## config.mk

```make
export PLATFORM = sky130hd
export DESIGN_NAME = dense_rank_relabel_top
export DESIGN_NICKNAME = d
export VERILOG_FILES = /design/src/drr_pkg.sv /design/src/dense_rank_relabel_top.sv
export SDC_FILE = /design/constraint.sdc
export NUM_CORES = 2
export LEC_CHECK = 0
export ABC_AREA = 1
export BUFFER_PORTS_ARGS = -buffer_cell sky130_fd_sc_hd__buf_2
export CELL_PAD_IN_SITES_DETAIL_PLACEMENT = 1
export CELL_PAD_IN_SITES_GLOBAL_PLACEMENT = 1
export CORE_MARGIN = 2
export CORE_UTILIZATION = 30
export CTS_CLUSTER_DIAMETER = 150
export DETAILED_ROUTE_END_ITERATION = 12
export PLACE_DENSITY_LB_ADDON = 0.1
export SLEW_MARGIN = 20
export SYNTH_ARGS = -nofsm -noshare
export SYNTH_HDL_FRONTEND = slang
export SYNTH_SLANG_ARGS = --single-unit
```

## constraint.sdc

```tcl
create_clock -name clk -period 15.1 [get_ports clk]
set_input_delay 3.02 -clock clk [delete_from_list [all_inputs] [get_ports clk]]
set_output_delay 3.02 -clock clk [all_outputs]
set_load 0.005 [all_outputs]
```

## src/drr_pkg.sv

```systemverilog
`timescale 1ns / 1ps
// ----------------------------------------------------------------------------
// drr_pkg
// Shared widths and defaults for the dense rank relabeler.
// ----------------------------------------------------------------------------
package drr_pkg;

  localparam int VALUE_W       = 32;  // signed element width
  localparam int RANK_W        = 6;   // rank field width
  localparam int OUT_TDATA_W   = 8;   // rank padded to a whole byte
  localparam int MAX_ITEMS_DEF = 64;  // default store capacity

endpackage

```

## src/dense_rank_relabel_top.sv

```systemverilog
`timescale 1ns / 1ps
// ----------------------------------------------------------------------------
// dense_rank_relabel_top
// Loads a set of signed values into a single-port-read store, then emits the
// dense rank of every stored value in input order.
// ----------------------------------------------------------------------------
// Load: a word stored at index c > 0 is compared against each earlier entry,
//   one compare per entry, then its first-occurrence flag is written back; a
//   word stored at index 0, or dropped because the store is full, needs no scan.
// Emit: each result takes a key read and latch, a scan over all n stored words
//   and a hand-off that waits while the output register is full; one set at a time.
// Reset: synchronous, active low; clears control state. Store entries, their
//   first-occurrence flags included, are rewritten before they are read.
module dense_rank_relabel_top #(
  parameter int MAX_ITEMS = drr_pkg::MAX_ITEMS_DEF
) (
  input  logic                            clk,
  input  logic                            rst_n,
  // input stream
  input  logic                            in_tvalid,
  output logic                            in_tready,
  input  logic [drr_pkg::VALUE_W-1:0]     in_tdata,   // [31:0] value
  input  logic                            in_tlast,   // last_item
  // result stream
  output logic                            out_tvalid,
  input  logic                            out_tready,
  output logic [drr_pkg::OUT_TDATA_W-1:0] out_tdata,  // [5:0] rank, [7:6] zero
  output logic                            out_tlast,  // last_result
  output logic                            out_tuser   // overflow
);

  localparam int IDX_W   = (MAX_ITEMS > 1) ? $clog2(MAX_ITEMS) : 1;
  localparam int CNT_W   = $clog2(MAX_ITEMS + 1);
  localparam int ENTRY_W = drr_pkg::VALUE_W + 1;  // {first flag, value}

  typedef enum logic [2:0] {
    ST_IDLE,   // accept words
    ST_DUP,    // compare new word against earlier entries
    ST_RKEY,   // read the entry to rank
    ST_RKEYW,  // latch the entry to rank
    ST_RSCAN,  // count distinct smaller entries
    ST_REMIT   // hand the rank to the output register
  } state_t;

  state_t state_r;

  // value store, first-occurrence flag in the top bit
  logic [ENTRY_W-1:0]          mem [MAX_ITEMS];
  logic [ENTRY_W-1:0]          rd_data_r;
  logic [IDX_W-1:0]            rd_addr;
  logic                        wr_en;
  logic [IDX_W-1:0]            wr_addr;
  logic [ENTRY_W-1:0]          wr_data;
  logic                        dup_wr;

  // control and datapath registers
  logic [CNT_W-1:0]            count_r;
  logic                        ovf_r;
  logic                        last_r;
  logic [drr_pkg::VALUE_W-1:0] key_r;
  logic [IDX_W-1:0]            cur_idx_r;
  logic [IDX_W-1:0]            i_r;
  logic [CNT_W-1:0]            sc_r;
  logic                        vld_r;
  logic                        dup_r;
  logic [drr_pkg::RANK_W-1:0]  acc_r;

  // output register
  logic                        out_valid_r;
  logic [drr_pkg::RANK_W-1:0]  out_rank_r;
  logic                        out_last_r;
  logic                        out_ovf_r;

  logic                        in_acc;
  logic                        full;
  logic [CNT_W-1:0]            scan_end;
  logic                        issue;
  logic                        scan_done;
  logic                        out_free;
  logic                        is_final;
  logic                        emit;

  assign in_tready  = (state_r == ST_IDLE);
  assign in_acc     = in_tvalid && in_tready;
  assign full       = (count_r >= CNT_W'(MAX_ITEMS));

  // write the new word on accept, then its first-occurrence flag after the scan
  assign dup_wr     = (state_r == ST_DUP) && scan_done;
  assign wr_en      = (in_acc && !full) || dup_wr;
  assign wr_addr    = dup_wr ? cur_idx_r : count_r[IDX_W-1:0];
  assign wr_data    = dup_wr ? {!dup_r, key_r} : {1'b1, in_tdata};

  // scan bound: earlier entries while loading, whole set while ranking
  assign scan_end   = (state_r == ST_DUP) ? CNT_W'(cur_idx_r) : count_r;
  assign issue      = ((state_r == ST_DUP) || (state_r == ST_RSCAN)) && (sc_r < scan_end);
  assign scan_done  = (sc_r >= scan_end) && !vld_r;
  assign rd_addr    = (state_r == ST_RKEY) ? i_r : sc_r[IDX_W-1:0];
  assign out_free   = !out_valid_r || out_tready;
  assign is_final   = ((CNT_W'(i_r) + CNT_W'(1)) == count_r);
  assign emit       = (state_r == ST_REMIT) && out_free;

  assign out_tvalid = out_valid_r;
  assign out_tdata  = {{(drr_pkg::OUT_TDATA_W - drr_pkg::RANK_W){1'b0}}, out_rank_r};
  assign out_tlast  = out_last_r;
  assign out_tuser  = out_ovf_r;

  // store: one write port, one registered read port
  always_ff @(posedge clk) begin
    if (wr_en) begin
      mem[wr_addr] <= wr_data;
    end
    rd_data_r <= mem[rd_addr];
  end

  // sequencer, scan pipeline and output register
  always_ff @(posedge clk) begin
    if (!rst_n) begin
      state_r     <= ST_IDLE;
      count_r     <= '0;
      ovf_r       <= 1'b0;
      last_r      <= 1'b0;
      sc_r        <= '0;
      vld_r       <= 1'b0;
      dup_r       <= 1'b0;
      i_r         <= '0;
      out_valid_r <= 1'b0;
    end else begin
      // load a new output word, or drop the current one once taken
      if (emit) begin
        out_valid_r <= 1'b1;
      end else if (out_tready) begin
        out_valid_r <= 1'b0;
      end

      // track the read in flight
      vld_r <= issue;
      if (issue) begin
        sc_r <= sc_r + CNT_W'(1);
      end

      unique case (state_r)
        ST_IDLE: begin
          if (in_acc) begin
            last_r <= in_tlast;
            key_r  <= in_tdata;
            dup_r  <= 1'b0;
            sc_r   <= '0;
            i_r    <= '0;
            if (full) begin
              ovf_r   <= 1'b1;
              state_r <= in_tlast ? ST_RKEY : ST_IDLE;
            end else begin
              cur_idx_r <= count_r[IDX_W-1:0];
              count_r   <= count_r + CNT_W'(1);
              if (count_r == '0) begin
                state_r <= in_tlast ? ST_RKEY : ST_IDLE;
              end else begin
                state_r <= ST_DUP;
              end
            end
          end
        end

        ST_DUP: begin
          if (vld_r && (rd_data_r[drr_pkg::VALUE_W-1:0] == key_r)) begin
            dup_r <= 1'b1;
          end
          if (scan_done) begin
            state_r <= last_r ? ST_RKEY : ST_IDLE;
          end
        end

        ST_RKEY: begin
          state_r <= ST_RKEYW;
        end

        ST_RKEYW: begin
          key_r   <= rd_data_r[drr_pkg::VALUE_W-1:0];
          sc_r    <= '0;
          acc_r   <= '0;
          state_r <= ST_RSCAN;
        end

        ST_RSCAN: begin
          // count first occurrences strictly below the key
          if (vld_r && rd_data_r[drr_pkg::VALUE_W] &&
              ($signed(rd_data_r[drr_pkg::VALUE_W-1:0]) < $signed(key_r))) begin
            acc_r <= acc_r + drr_pkg::RANK_W'(1);
          end
          if (scan_done) begin
            state_r <= ST_REMIT;
          end
        end

        ST_REMIT: begin
          if (emit) begin
            out_rank_r <= acc_r;
            out_last_r <= is_final;
            out_ovf_r  <= ovf_r;
            if (is_final) begin
              count_r <= '0;
              ovf_r   <= 1'b0;
              state_r <= ST_IDLE;
            end else begin
              i_r     <= i_r + IDX_W'(1);
              state_r <= ST_RKEY;
            end
          end
        end

        default: begin
          state_r <= ST_IDLE;
        end
      endcase
    end
  end

endmodule

```

==> impl_metrics.env <==
export IMPL_power_density_nw_per_um2=183
export IMPL_synth_seq_area_share_pct=67.5
export IMPL_reg2reg_slack_ps=8340
export IMPL_crit_end="mem[16][24]$_DFFE_PP_"
export IMPL_p_leak_nw=46.7
export IMPL_cts_max_path_buffers=4
export IMPL_syn_area_sq_um=98100
export IMPL_fp_dieW_um=576
export IMPL_placed_cells=13700
export IMPL_drt_iter0_markers=5201
export IMPL_hold_start="acc_r[4]$_SDFFCE_PN0P_"
export IMPL_path_delay_family="simple AND/OR/NAND/NOR gates"
export IMPL_port_buffers=46
export IMPL_setup_slack_ps=8340
export IMPL_nets=9716
export IMPL_synth_mux_area_fraction_pct=0.366
export IMPL_hold_path_class="flop to flop"
export IMPL_clock_sinks=2225
export IMPL_crit_chain="nor2_2 > nand2_2 > o21ai_0 > ha_1 > a21oi_1 > o21ai_0 > nand2_1 > nand3_2 > nand3_4 > buf_4 > nand2_1 > o21ai_1 > nand3_1 > nor2_4 > buf_4"
export IMPL_path_max_fanout=48
export IMPL_clock_latency_ps=920
export IMPL_areaGrowthSynthToFinish_pct=14.8
export IMPL_hold_viol=0
export IMPL_vias=68200
export IMPL_cts_root_buf="clkbuf_16"
export IMPL_postCtsHoldBufs=0
export IMPL_grt_pass1_vias=69400
export IMPL_die_h_um=576
export IMPL_wire_per_inst_um=24.9
export IMPL_worst_pin_slew_ps=1130
export IMPL_cts_clk_slew_worst_paths_ps=60
export IMPL_place_congestion=0.819
export IMPL_cts_buffers=270
export IMPL_synth_area_leaders="edfxtp_1, nand3_1, nand2_1"
export IMPL_yosys_warnings=0
export IMPL_synth_top_cell_by_area="edfxtp_1"
export IMPL_syn_avg_cell_area_sq_um=10.2
export IMPL_synth_compound_area_share_pct=0.605
export IMPL_antenna_found_initial=44
export IMPL_synth_cells=9627
export IMPL_cp_start_kind="flop"
export IMPL_r2r_start="state_r[1]$_SDFFE_PN0P_"
export IMPL_hpwl_mm=206
export IMPL_grt_max_degree=122
export IMPL_coreArea_sq_um=325000
export IMPL_drv_cap=0
export IMPL_cp_num_cells=15
export IMPL_max_freq_ghz=0.148
export IMPL_cts_tree="built"
export IMPL_critPathBufInv=2
export IMPL_ir_worst_vdd_mv=0.141
export IMPL_slew_headroom_pct=24.5
export IMPL_slew_violations=0
export IMPL_grt_pass1_wl_mm=507
export IMPL_synth_top_family_by_area="simple AND/OR/NAND/NOR gates"
export IMPL_rsz0062_at_grt="false"
export IMPL_overflow=0
export IMPL_r2r_cells=15
export IMPL_slowest_stage="nand3_1"
export IMPL_critPathRequiredTime_ps=15670
export IMPL_rows=209
export IMPL_regArea_sq_um=66200
export IMPL_yosys_area_share_simple_pct=20.8
export IMPL_synth_xor_area_share_pct=0.0536
export IMPL_layout_drive_gt1_share_pct=7.69
export IMPL_ant_nets=0
export IMPL_setup_viol=0
export IMPL_worst_setup_path_type="flop to flop"
export IMPL_dr_pass1_iters=5
export IMPL_fin_crit_ps=6760
export IMPL_post_route_period_util_pct=44.8
export IMPL_synth_edf_count=2164
export IMPL_top_level_ports=49
export IMPL_fin_skew_ps=53.0
export IMPL_ctsResizeCount=0
export IMPL_ys_flop_type="edfxtp_1"
export IMPL_netlist_area_leader_share_pct=66.2
export IMPL_outcome="completed"
export IMPL_drc=0
export IMPL_tns_ps=0
export IMPL_vias_per_cell=4.81
export IMPL_critPathMaxStageDelay_ps=970
export IMPL_finalPower_mw=20.6
export IMPL_async_flop_share_pct=0
export IMPL_dp_slack_ps=8460
export IMPL_grt_usage_pct=21.1
export IMPL_worstReg2RegEnd="mem[16][24]$_DFFE_PP_"
export IMPL_synth_commonest_cells="nand3_1, nand2_1, edfxtp_1, inv_1, clkbuf_1"
export IMPL_multiInputGateArea_sq_um=22900
export IMPL_htreeDepth=5
export IMPL_cp_startpoint="state_r[1]$_SDFFE_PN0P_"
export IMPL_synth_cell_types=41
export IMPL_arrival_ps=7330
export IMPL_start_util_pct=30.2
export IMPL_crit_path_end_kind="flop"
export IMPL_dieArea_sq_um=332000
export IMPL_yosysMostFrequentCell="nand3_1"
export IMPL_synthAdderAreaFrac_pct=0.561
export IMPL_post_cts_buffers=0
export IMPL_yosys_register_bits=2225
export IMPL_totalWireLength_mm=354
export IMPL_fillers=36000
export IMPL_stdcell_count=14200
export IMPL_whs_ps=454
logic make-up (layout without fill, tap and decap cells):
family | count (synthesis) | in the layout
compound gates | 108 | 108
xor+xnor | 6 | 6
fa+ha+maj | 44 | 44
buf+inv | 2574 | 2792
flops | 2225 | 2225
mux | 32 | 32
other cells | 1 | 20
simple gates | 4637 | 4637
cells in the final DEF (no fill, tap or decap), drive strengths merged, types with 2 or more instances in the layout:
| cell type | netlist | final |
|---|---|---|
| xnor2 | 2 | 2 |
| xor2 | 4 | 4 |
| mux2 | 31 | 31 |
| clkbuf | 232 | 365 |
| o21ai | 61 | 61 |
| a211oi | 2 | 2 |
| nor3b | 3 | 3 |
| ha | 44 | 44 |
| clkinv | 1 | 95 |
| conb | 1 | 2 |
| bufinv | 0 | 12 |
| buf | 268 | 235 |
| nor3 | 9 | 9 |
| edfxtp | 2164 | 2164 |
| nand3 | 2251 | 2251 |
| dfxtp | 61 | 61 |
| o21a | 3 | 3 |
| nand4 | 27 | 27 |
| nand2 | 2234 | 2234 |
| a21oi | 38 | 38 |
| inv | 2073 | 2084 |
| nor2 | 111 | 111 |
| diode | 0 | 18 |
per-layer routing:
metal  track usage (%)  vias to the layer above  routed length [um]
met3              2.66                      405               15400
met1              29.7                    35100              165000
met4              4.51                        4                7470
met2              34.6                     1346              166000
li1                  -                    31400                   -
met5                 0                        -                  26
metrics by stage:
step	instance area (sq um)	utilization (%)
5_1_grt	113000	34.7
3_3_place_gp	104000	32.0
3_5_place_dp	104000	32.1
2_1_floorplan	98100	-
6_report	113000	34.7
4_1_cts	113000	34.7
registers in the layout, indices dropped and copies added (netlist names), 3 cells and up:
name,flops
sc_r,7
out_rank_r,6
rd_data_r,33
mem,2112
cur_idx_r,6
acc_r,6
i_r,6
key_r,32
state_r,3
count_r,7
how the worst min path moves through the flow:
stage	cells after the start	slack (ps)	to
after floorplan	0	400	cur_idx_r[2]$_DFFE_PP_
after global placement	0	430	out_tuser$_DFFE_PP_
after detailed placement	0	440	out_tuser$_DFFE_PP_
after CTS	0	460	out_rank_r[4]$_DFFE_PP_
after global routing	0	460	out_rank_r[4]$_DFFE_PP_
final	0	450	out_rank_r[4]$_DFFE_PP_
worst register-to-register path, cell delays in order (launching register included):
cell and delay, ps:
dfxtp_1 630, nor2_2 110, nand2_2 250, o21ai_0 150, ha_1 330, a21oi_1 130
o21ai_0 110, nand2_1 120, nand3_2 170, nand3_4 500, buf_4 840, nand2_1 160
o21ai_1 620, nand3_1 980, nor2_4 870, buf_4 420
final cells by class:
| class | count | share of cell area [%] |
|---|---|---|
| sequential | 2225 | 58.8 |
| multi-input combinational | 4829 | 20.4 |
| inverter | 2074 | 6.93 |
| clock buffer | 365 | 6.55 |
| tap | 4325 | 4.80 |
| timing repair buffer | 235 | 1.69 |
| clock inverter | 118 | 0.864 |
| antenna | 18 | 0.0400 |
report_power, final:
group	total, mW	switching, mW	internal [mW]
clock	6.32	2.67	3.64
combinational	6.57	5.16	1.40
sequential	7.69	0.168	7.53
total	20.6	8.00	12.6
Power figures use the tool's default switching activity.
